[src/design/lbps_pkg.sv]
// Types and constants of the leaky bucket packet shaper.
package lbps_pkg;

	localparam int SIZE_W      = 16;
	localparam int LIMIT_W     = 5;
	localparam int COUNT_OUT_W = 5;
	localparam int CFG_IDX_W   = 2;
	localparam int CFG_DATA_W  = 16;
	localparam int MAX_RESULTS = 16;
	localparam int RES_CNT_W   = 5;

	localparam logic [SIZE_W-1:0]    CAP_RESET   = 16'd6;
	localparam logic [LIMIT_W-1:0]   LIMIT_RESET = 5'd16;
	localparam logic [CFG_IDX_W-1:0] REG_CAPACITY = 2'd0;
	localparam logic [CFG_IDX_W-1:0] REG_LIMIT    = 2'd1;

	typedef struct packed {
		logic capture;
		logic enqueue;
		logic init_round;
		logic release_head;
		logic emit_empty;
		logic emit_release;
		logic last;
	} lbps_cmd_t;

	typedef struct packed {
		logic in_tick;
		logic out_free;
		logic queue_empty;
		logic head_fits;
		logic round_room;
	} lbps_status_t;

endpackage

[src/design/lbps_in_if.sv]
// Input channel carrying enqueue and tick items.
interface lbps_in_if;
	import lbps_pkg::*;

	logic              valid;
	logic              ready;
	logic              command;
	logic [SIZE_W-1:0] packet_size;

	modport source (output valid, command, packet_size, input ready);
	modport sink (input valid, command, packet_size, output ready);
endinterface

[src/design/lbps_out_if.sv]
// Output channel carrying enqueue and release results.
interface lbps_out_if;
	import lbps_pkg::*;

	logic                   valid;
	logic                   ready;
	logic                   accepted;
	logic                   released;
	logic [SIZE_W-1:0]      released_size;
	logic [SIZE_W-1:0]      space_left;
	logic [COUNT_OUT_W-1:0] queue_count;
	logic                   last;

	modport source (output valid, accepted, released, released_size, space_left,
		queue_count, last, input ready);
	modport sink (input valid, accepted, released, released_size, space_left,
		queue_count, last, output ready);
endinterface

[src/design/lbps_ctrl.sv]
// Controller state machine sequencing enqueue and drain rounds.
module lbps_ctrl (
	input  logic                  clk,
	input  logic                  arst_n,
	input  logic                  in_valid,
	output logic                  in_ready,
	input  lbps_pkg::lbps_status_t status,
	output lbps_pkg::lbps_cmd_t    cmd
);
	import lbps_pkg::*;

	localparam logic [2:0] S_IDLE  = 3'd0;
	localparam logic [2:0] S_ENQ   = 3'd1;
	localparam logic [2:0] S_INIT  = 3'd2;
	localparam logic [2:0] S_CHECK = 3'd3;
	localparam logic [2:0] S_LOOK  = 3'd4;

	logic [2:0] state_q;
	logic [2:0] state_d;
	logic       more;

	assign more = !status.queue_empty && status.head_fits && status.round_room;

	always_comb begin
		state_d  = state_q;
		in_ready = 1'b0;
		cmd      = '0;
		unique case (state_q)
			S_IDLE: begin
				in_ready = 1'b1;
				if (in_valid) begin
					cmd.capture = 1'b1;
					state_d = status.in_tick ? S_INIT : S_ENQ;
				end
			end
			S_ENQ: begin
				if (status.out_free) begin
					cmd.enqueue = 1'b1;
					state_d = S_IDLE;
				end
			end
			S_INIT: begin
				cmd.init_round = 1'b1;
				state_d = S_CHECK;
			end
			S_CHECK: begin
				if (status.queue_empty || !status.head_fits) begin
					if (status.out_free) begin
						cmd.emit_empty = 1'b1;
						state_d = S_IDLE;
					end
				end else begin
					cmd.release_head = 1'b1;
					state_d = S_LOOK;
				end
			end
			S_LOOK: begin
				if (status.out_free) begin
					cmd.emit_release = 1'b1;
					cmd.last = !more;
					if (more) begin
						cmd.release_head = 1'b1;
					end else begin
						state_d = S_IDLE;
					end
				end
			end
			default: state_d = S_IDLE;
		endcase
	end

	always_ff @(posedge clk or negedge arst_n) begin
		if (!arst_n) begin
			state_q <= S_IDLE;
		end else begin
			state_q <= state_d;
		end
	end
endmodule

[src/design/lbps_datapath.sv]
// Datapath with the size queue memory, bucket registers and the result register.
module lbps_datapath #(
	parameter int QUEUE_DEPTH = 16
) (
	input  logic                                clk,
	input  logic                                arst_n,
	input  lbps_pkg::lbps_cmd_t                 cmd,
	output lbps_pkg::lbps_status_t              status,
	input  logic                                cfg_we,
	input  logic [lbps_pkg::CFG_IDX_W-1:0]      cfg_idx,
	input  logic [lbps_pkg::CFG_DATA_W-1:0]     cfg_data,
	input  logic                                in_command,
	input  logic [lbps_pkg::SIZE_W-1:0]         in_packet_size,
	input  logic                                out_ready,
	output logic                                out_valid,
	output logic                                out_accepted,
	output logic                                out_released,
	output logic [lbps_pkg::SIZE_W-1:0]         out_released_size,
	output logic [lbps_pkg::SIZE_W-1:0]         out_space_left,
	output logic [lbps_pkg::COUNT_OUT_W-1:0]    out_queue_count,
	output logic                                out_last
);
	import lbps_pkg::*;

	localparam int PTR_W = (QUEUE_DEPTH > 1) ? $clog2(QUEUE_DEPTH) : 1;
	localparam int CNT_W = $clog2(QUEUE_DEPTH + 1);
	localparam int CMP_W = (CNT_W > LIMIT_W) ? CNT_W : LIMIT_W;
	localparam logic [PTR_W-1:0] PTR_LAST = PTR_W'(QUEUE_DEPTH - 1);
	localparam logic [CNT_W-1:0] CNT_FULL = CNT_W'(QUEUE_DEPTH);

	logic [SIZE_W-1:0]    mem [QUEUE_DEPTH];
	logic [SIZE_W-1:0]    rdata_q;
	logic [SIZE_W-1:0]    cap_q;
	logic [LIMIT_W-1:0]   lim_q;
	logic [PTR_W-1:0]     head_q;
	logic [PTR_W-1:0]     tail_q;
	logic [PTR_W-1:0]     head_inc;
	logic [PTR_W-1:0]     tail_inc;
	logic [PTR_W-1:0]     head_d;
	logic [CNT_W-1:0]     count_q;
	logic [SIZE_W-1:0]    space_q;
	logic [SIZE_W-1:0]    pend_q;
	logic [RES_CNT_W-1:0] rounds_q;
	logic                 admit;
	logic [CMP_W-1:0]     count_ext;
	logic [CMP_W-1:0]     enq_count_ext;

	logic                   out_valid_q;
	logic                   accepted_q;
	logic                   released_q;
	logic [SIZE_W-1:0]      released_size_q;
	logic [SIZE_W-1:0]      space_left_q;
	logic [COUNT_OUT_W-1:0] queue_count_q;
	logic                   last_q;

	assign head_inc = (head_q == PTR_LAST) ? '0 : head_q + PTR_W'(1);
	assign tail_inc = (tail_q == PTR_LAST) ? '0 : tail_q + PTR_W'(1);
	assign head_d   = cmd.release_head ? head_inc : head_q;

	assign count_ext     = CMP_W'(count_q);
	assign admit         = (pend_q <= cap_q) && (count_ext < CMP_W'(lim_q))
		&& (count_q != CNT_FULL);
	assign enq_count_ext = CMP_W'(count_q + CNT_W'(admit));

	assign status.in_tick     = in_command;
	assign status.out_free    = !out_valid_q || out_ready;
	assign status.queue_empty = (count_q == '0);
	assign status.head_fits   = (rdata_q <= space_q);
	assign status.round_room  = (rounds_q < RES_CNT_W'(MAX_RESULTS));

	always_ff @(posedge clk) begin
		if (cmd.enqueue && admit) begin
			mem[tail_q] <= pend_q;
		end
		rdata_q <= mem[head_d];
	end

	always_ff @(posedge clk or negedge arst_n) begin
		if (!arst_n) begin
			cap_q <= CAP_RESET;
			lim_q <= LIMIT_RESET;
		end else if (cfg_we) begin
			unique case (cfg_idx)
				REG_CAPACITY: cap_q <= cfg_data;
				REG_LIMIT:    lim_q <= cfg_data[LIMIT_W-1:0];
				default: ;
			endcase
		end
	end

	always_ff @(posedge clk or negedge arst_n) begin
		if (!arst_n) begin
			head_q   <= '0;
			tail_q   <= '0;
			count_q  <= '0;
			rounds_q <= '0;
		end else begin
			if (cmd.enqueue && admit) begin
				tail_q  <= tail_inc;
				count_q <= count_q + CNT_W'(1);
			end
			if (cmd.init_round) begin
				rounds_q <= '0;
			end
			if (cmd.release_head) begin
				head_q   <= head_inc;
				count_q  <= count_q - CNT_W'(1);
				rounds_q <= rounds_q + RES_CNT_W'(1);
			end
		end
	end

	always_ff @(posedge clk) begin
		if (cmd.capture) begin
			pend_q <= in_packet_size;
		end
		if (cmd.init_round) begin
			space_q <= cap_q;
		end
		if (cmd.release_head) begin
			pend_q  <= rdata_q;
			space_q <= space_q - rdata_q;
		end
	end

	always_ff @(posedge clk or negedge arst_n) begin
		if (!arst_n) begin
			out_valid_q <= 1'b0;
		end else if (cmd.enqueue || cmd.emit_empty || cmd.emit_release) begin
			out_valid_q <= 1'b1;
		end else if (out_ready) begin
			out_valid_q <= 1'b0;
		end
	end

	always_ff @(posedge clk) begin
		if (cmd.enqueue) begin
			accepted_q      <= admit;
			released_q      <= 1'b0;
			released_size_q <= '0;
			space_left_q    <= '0;
			queue_count_q   <= enq_count_ext[COUNT_OUT_W-1:0];
			last_q          <= 1'b1;
		end else if (cmd.emit_empty) begin
			accepted_q      <= 1'b0;
			released_q      <= 1'b0;
			released_size_q <= '0;
			space_left_q    <= cap_q;
			queue_count_q   <= count_ext[COUNT_OUT_W-1:0];
			last_q          <= 1'b1;
		end else if (cmd.emit_release) begin
			accepted_q      <= 1'b0;
			released_q      <= 1'b1;
			released_size_q <= pend_q;
			space_left_q    <= space_q;
			queue_count_q   <= count_ext[COUNT_OUT_W-1:0];
			last_q          <= cmd.last;
		end
	end

	assign out_valid         = out_valid_q;
	assign out_accepted      = accepted_q;
	assign out_released      = released_q;
	assign out_released_size = released_size_q;
	assign out_space_left    = space_left_q;
	assign out_queue_count   = queue_count_q;
	assign out_last          = last_q;
endmodule

[src/design/leaky_bucket_packet_shaper_unit.sv]
// Top level of the leaky bucket packet shaper.
//   channel  direction  payload
//   in_ch    sink       command, packet_size
//   out_ch   source     accepted, released, released_size, space_left, queue_count, last
//   cfg      write      cfg_we, cfg_idx, cfg_data
// An enqueue loads its result register from the enqueue state that follows its transfer.
// A tick passes the init state to the check state, which loads the result of an empty round;
// otherwise the look state loads each release, paced by the registered read port of the queue.
// Reset clears the queue count, pointers, registers to their defaults and the result valid.
// A stalled output holds each result-loading state until the result register frees.
module leaky_bucket_packet_shaper_unit #(
	parameter int QUEUE_DEPTH = 16
) (
	input  logic                            clk,
	input  logic                            arst_n,
	lbps_in_if.sink                         in_ch,
	lbps_out_if.source                      out_ch,
	input  logic                            cfg_we,
	input  logic [lbps_pkg::CFG_IDX_W-1:0]  cfg_idx,
	input  logic [lbps_pkg::CFG_DATA_W-1:0] cfg_data
);
	import lbps_pkg::*;

	lbps_cmd_t    cmd;
	lbps_status_t status;

	lbps_ctrl u_ctrl (
		.clk      (clk),
		.arst_n   (arst_n),
		.in_valid (in_ch.valid),
		.in_ready (in_ch.ready),
		.status   (status),
		.cmd      (cmd)
	);

	lbps_datapath #(
		.QUEUE_DEPTH (QUEUE_DEPTH)
	) u_datapath (
		.clk               (clk),
		.arst_n            (arst_n),
		.cmd               (cmd),
		.status            (status),
		.cfg_we            (cfg_we),
		.cfg_idx           (cfg_idx),
		.cfg_data          (cfg_data),
		.in_command        (in_ch.command),
		.in_packet_size    (in_ch.packet_size),
		.out_ready         (out_ch.ready),
		.out_valid         (out_ch.valid),
		.out_accepted      (out_ch.accepted),
		.out_released      (out_ch.released),
		.out_released_size (out_ch.released_size),
		.out_space_left    (out_ch.space_left),
		.out_queue_count   (out_ch.queue_count),
		.out_last          (out_ch.last)
	);
endmodule

[src/flat_wrapper.sv]
// flat-port wrapper written by rule: the top's interface ports become plain ports
module leaky_bucket_packet_shaper_unit_flat import lbps_pkg::*;
#(
	parameter int QUEUE_DEPTH = 16
)
  (clk, arst_n, cfg_we, cfg_idx, cfg_data, in_ch_valid, in_ch_command, in_ch_packet_size, in_ch_ready, out_ch_valid, out_ch_accepted, out_ch_released, out_ch_released_size, out_ch_space_left, out_ch_queue_count, out_ch_last, out_ch_ready);
  lbps_in_if in_ch_i ();
  lbps_out_if out_ch_i ();
  input  logic clk;
  input  logic arst_n;
  input  logic cfg_we;
  input  logic [lbps_pkg::CFG_IDX_W-1:0] cfg_idx;
  input  logic [lbps_pkg::CFG_DATA_W-1:0] cfg_data;
  input wire logic [$bits(in_ch_i.valid)-1:0] in_ch_valid;
  input wire logic [$bits(in_ch_i.command)-1:0] in_ch_command;
  input wire logic [$bits(in_ch_i.packet_size)-1:0] in_ch_packet_size;
  output wire logic [$bits(in_ch_i.ready)-1:0] in_ch_ready;
  output wire logic [$bits(out_ch_i.valid)-1:0] out_ch_valid;
  output wire logic [$bits(out_ch_i.accepted)-1:0] out_ch_accepted;
  output wire logic [$bits(out_ch_i.released)-1:0] out_ch_released;
  output wire logic [$bits(out_ch_i.released_size)-1:0] out_ch_released_size;
  output wire logic [$bits(out_ch_i.space_left)-1:0] out_ch_space_left;
  output wire logic [$bits(out_ch_i.queue_count)-1:0] out_ch_queue_count;
  output wire logic [$bits(out_ch_i.last)-1:0] out_ch_last;
  input wire logic [$bits(out_ch_i.ready)-1:0] out_ch_ready;
  assign in_ch_i.valid = in_ch_valid;
  assign in_ch_i.command = in_ch_command;
  assign in_ch_i.packet_size = in_ch_packet_size;
  assign in_ch_ready = in_ch_i.ready;
  assign out_ch_valid = out_ch_i.valid;
  assign out_ch_accepted = out_ch_i.accepted;
  assign out_ch_released = out_ch_i.released;
  assign out_ch_released_size = out_ch_i.released_size;
  assign out_ch_space_left = out_ch_i.space_left;
  assign out_ch_queue_count = out_ch_i.queue_count;
  assign out_ch_last = out_ch_i.last;
  assign out_ch_i.ready = out_ch_ready;
  leaky_bucket_packet_shaper_unit #(.QUEUE_DEPTH(QUEUE_DEPTH)) u_core (.clk(clk), .arst_n(arst_n), .in_ch(in_ch_i), .out_ch(out_ch_i), .cfg_we(cfg_we), .cfg_idx(cfg_idx), .cfg_data(cfg_data));
endmodule
[config.mk]
export PLATFORM = sky130hd
export DESIGN_NAME = leaky_bucket_packet_shaper_unit_flat
export DESIGN_NICKNAME = d
export VERILOG_FILES = /design/src/design/lbps_pkg.sv /design/src/design/lbps_in_if.sv /design/src/design/lbps_out_if.sv /design/src/design/lbps_ctrl.sv /design/src/design/lbps_datapath.sv /design/src/design/leaky_bucket_packet_shaper_unit.sv /design/src/flat_wrapper.sv
export SDC_FILE = /design/constraint.sdc
export NUM_CORES = 1
export LEC_CHECK = 0
export BUFFER_PORTS_ARGS = -buffer_cell sky130_fd_sc_hd__buf_2
export CORE_MARGIN = 3
export CORE_UTILIZATION = 55
export CTS_CLUSTER_DIAMETER = 80
export DETAILED_ROUTE_END_ITERATION = 12
export HOLD_SLACK_MARGIN = 0.02
export PLACE_DENSITY = 0.88
export SLEW_MARGIN = 10
export SYNTH_ARGS = -nofsm -noshare
export SYNTH_HDL_FRONTEND = slang
export SYNTH_SLANG_ARGS = --single-unit
[constraint.sdc]
create_clock -name clk -period 3.31 [get_ports clk]
set_input_delay 0.331 -clock clk [delete_from_list [all_inputs] [get_ports clk]]
set_output_delay 0.331 -clock clk [all_outputs]
set_load 0.02 [all_outputs]
==> summary.md <==
| Metric | Value |
|---|---|
| Avg Cell Area, Syn | 13.1 um2 |
| Wire per inst | 27.4 um |
| Max-slew headroom | ~24% |
| Most frequent cell after synthesis | edfxtp_1 |
| Complex-gate fraction of the synthesized area | 11.7% |
| Startpoint types | flop |
| Cell mode on critical path | buf_4 |
| DR vias | 13000 |
| Final worst path period share | 106% |
| Sequential fraction of the synthesis area | 65.3% |
| Synth Instances | 1275 |
| Router iterations before antenna repair | 8 |
| Clock root cell | clkbuf_16 |
| Status | finished, violations left |
| Synth top area share | a little over half |
| Max clock buf depth | 3 |
| Combinational family with the most area after synthesis | compound AO/OA/AOI/OAI gates |
| Port bufs | a little over 80 |
| Hold Fails Final Rpt | 0 |
| Top_reg_cell synth | edfxtp_1 |
| NumNets Final | between 1500 and 2000 |
| Final worst setup slack | -200 ps |
| Clock transition at path regs | 60 ps |
| Cell taking the most area after synthesis | edfxtp_1 |
| Worst Tran Pin Value | 1140 ps |
| GP Congestion | 0.963 |
| Max VDD drop | 0.507 mV |
| Htree depth | 2 |
| Total GRT Usage | ~29% |
| Period minus WS final | 3510 ps |
| Distinct cell type count after synthesis | 76 |
| R2R depth | 15 |
| Post-Synthesis Net Count | about 1400 |
| Post-synth ARST share | 11.1% |
| Max Used Layer | met5 |
| Pre-CTS setup slack | -306 ps |
| Starting density of the core | a little under three fifths |
| YS warnings | 0 |
| Die Wd | 180 um |
| Synth Area in XOR/XNOR | 1.10% |
| Die H | ~180 um |
| Simple-gate share of the synthesized area | a little under a tenth |
| Worst stage delay on the critical path | between 300 and 400 ps |
| Final wirelength | ~52000 um |
| Mux contribution to synthesized area | under 10% |
| Hold/Removal Path Class | primary input to asynchronous set/reset pin |
| Crit-path slowest cell | dfxtp_2 |
| Met3 WL | 5880 um |
| Clk_lat worst skew | 550 ps |
| Post-route antenna net violation count | 0 |
| Die area | 32500 um2 |
| F_max | approximately 280 MHz |
| Overall power | 20200 uW |
| Worst path cell trace | inv_1 -> ha_1 -> buf_4 -> nand2_1 -> o21bai_1 -> nor2b_2 -> a211o_4 -> buf_4 -> a21oi_1 -> o211ai_1 -> buf_4 -> buf_8 -> a21oi_1 -> a2111oi_4 -> nand3_2 |
| TritonCTS clock tree | yes |
| EDFF count, synth | 294 |
| Core area | 29800 um2 |
| Io pins | 82 |
| Most area-consuming cells after synthesis | edfxtp_1, dfrtp_1, dfxtp_1, ha_1, o21ai_0 |
| First-pass GRT wire length | 74500 um |
| Endpoints failing setup | 20 |
| Critical path type | flop to flop |
| Share of cells above drive strength 1 | 26.9% |
| DP HPWL | between 20000 and 30000 um |
| Antenna violations before repair | 1 |
| List of most frequent post-synthesis cells | edfxtp_1, nand2_1, o21ai_0, a21oi_1, nand3_1 |
| Yosys reg bits | 387 |
| Cell Pwr Density | 984 nW/um2 |
| Synth Area in Adders | around 3.5% |
| Area after DPL | approximately 18000 um2 |
| CP Data Required Time | roughly 3700 ps |
| Ant diodes | 0 |
| Pin count of the biggest net entering global routing | 63 |
| Max-slew violations | 0 |
| Iter 0 DRT Violations | 2689 |
| Residual DRC | 0 |
| Cell Area, Synth | between 15000 and 20000 um2 |
| Clock sinks | around 390 |
| Cts bufs inserted | 37 |
| Maximum fanout along the worst path | 10 |
| CP endpoint kind | flop |
| Area grow syn2layout | 22.9% |
| Vias in the first global route | around 13000 |
| # rows | 63 |
| Vias per cell | between 6 and 7 |
| CP arrival | just under 4000 ps |
| Final Instance Area | 20500 um2 |
| Leakage power | 0.00790 uW |
| Fin util | 68.9% |
| Clk_skew | between 30 and 40 ps |
| Met2 WL | between 20000 and 30000 um |
| Unrepaired setup endpoints after global routing | true |
| Grt total ovfl | 0 |
| WL met1 | around 17000 um |
| Max-Cap Viols | 0 |
| Failing checks | negative setup slack |
[layer usage]
layer	GRT usage [%]	up-vias
li1	-	5180
met5	0	-
met3	5.63	341
met2	49.5	1251
met4	14.6	2
met1	36.3	6236
[kinds of logic after synthesis]
group | count (synthesis)
compound gates | 310
buf+inv | 128
simple gates | 310
fa+ha+maj | 46
mux | 73
xor+xnor | 21
flops | 387
[per-stage QoR]
stage	std cells	hold WS [ps]	TNS, ps
floorplan	1275	35.4	-9630
global placement	1774	442	-470
detailed placement	1774	447	-2590
CTS	1856	20.6	-7.01
global route	1882	48.4	-4200
finish	1882	3.49	-1710
[area by class of cell]
type                    instances  area (um2)
clock buffers                  52        1070
clock inverters                15         183
fillers                      1686        9250
inverters                      58         218
multi-input cells             760        5730
flip-flops and latches        387       10900
well taps                     390         488
repair buffers                220        1940
[critical path, delay by kind of cell (launching register included)]
family | cells | cell delay, ps
buf+inv | 5 | 790
fa+ha+maj | 1 | 320
compound gates | 6 | 1300
flops | 1 | 350
simple gates | 3 | 600
[registers in the layout, summed over array words and instances (netlist names), 3 cells and up]
name                                 count
u_core.u_datapath.mem                  256
u_core.u_datapath.cap_q                 16
u_core.u_datapath.out_released_size     16
u_core.u_datapath.out_space_left        16
u_core.u_datapath.pend_q                16
u_core.u_datapath.rdata_q               16
u_core.u_datapath.space_q               16
u_core.u_datapath.count_ext              5
u_core.u_datapath.lim_q                  5
u_core.u_datapath.out_queue_count        5
u_core.u_datapath.rounds_q               5
u_core.u_datapath.head_q                 4
u_core.u_datapath.tail_q                 4
u_core.u_ctrl.state_q                    3
[where the power goes]
group	internal (uW)	switching, uW	total, uW
Combinational	3620	5280	8900
Clock	2590	1870	4460
Sequential	6340	524	6870
[repair_timing]
| item | 4_1_cts | 5_1_grt |
|---|---|---|
| buffers inserted | 7 | 24 |
| hold buffers | 7 | 0 |
| pin swaps | 20 | 30 |
| endpoints found under the setup margin | 17 | 296 |
| hold endpoints to repair | 7 | 0 |
| cloned | 1 | 3 |
| resized for setup | 54 | 57 |
[final timing paths]
path                                                           from                                   to  slack [ps]
worst max register to register         u_core.u_datapath.rdata_q[7]        u_core.u_datapath.rdata_q[11]        -200
min in group clk                                       cfg_data[13]          u_core.u_datapath.cap_q[13]          20
max in group asynchronous                                    arst_n          u_core.u_datapath.tail_q[0]        2560
worst max-delay path                   u_core.u_datapath.rdata_q[7]        u_core.u_datapath.rdata_q[11]        -200
worst min-delay path                                         arst_n           u_core.u_datapath.cap_q[9]           3
worst min register to register  u_core.u_datapath.out_space_left[5]  u_core.u_datapath.out_space_left[5]         460
[cell usage in the layout (no fill, tap or decap), types with 8 or more instances in the layout]
master	n
o21ai_0	101
ha_1	40
mux2_2	19
inv_1	57
buf_12	30
buf_4	89
nand2_1	128
a21oi_1	89
a22oi_1	8
dfxtp_1	49
and4_2	8
nand2b_1	9
xnor2_1	15
nor2_1	23
mux4_2	16
mux2i_1	32
edfxtp_1	294
o21ai_1	9
buf_6	8
dfrtp_1	40
o22a_1	16
nand4_1	8
buf_2	81
a2111oi_4	15
nand3_1	75
a222oi_1	8
nor3_1	8
clkbuf_16	41
(Power assumes the default switching activity.)
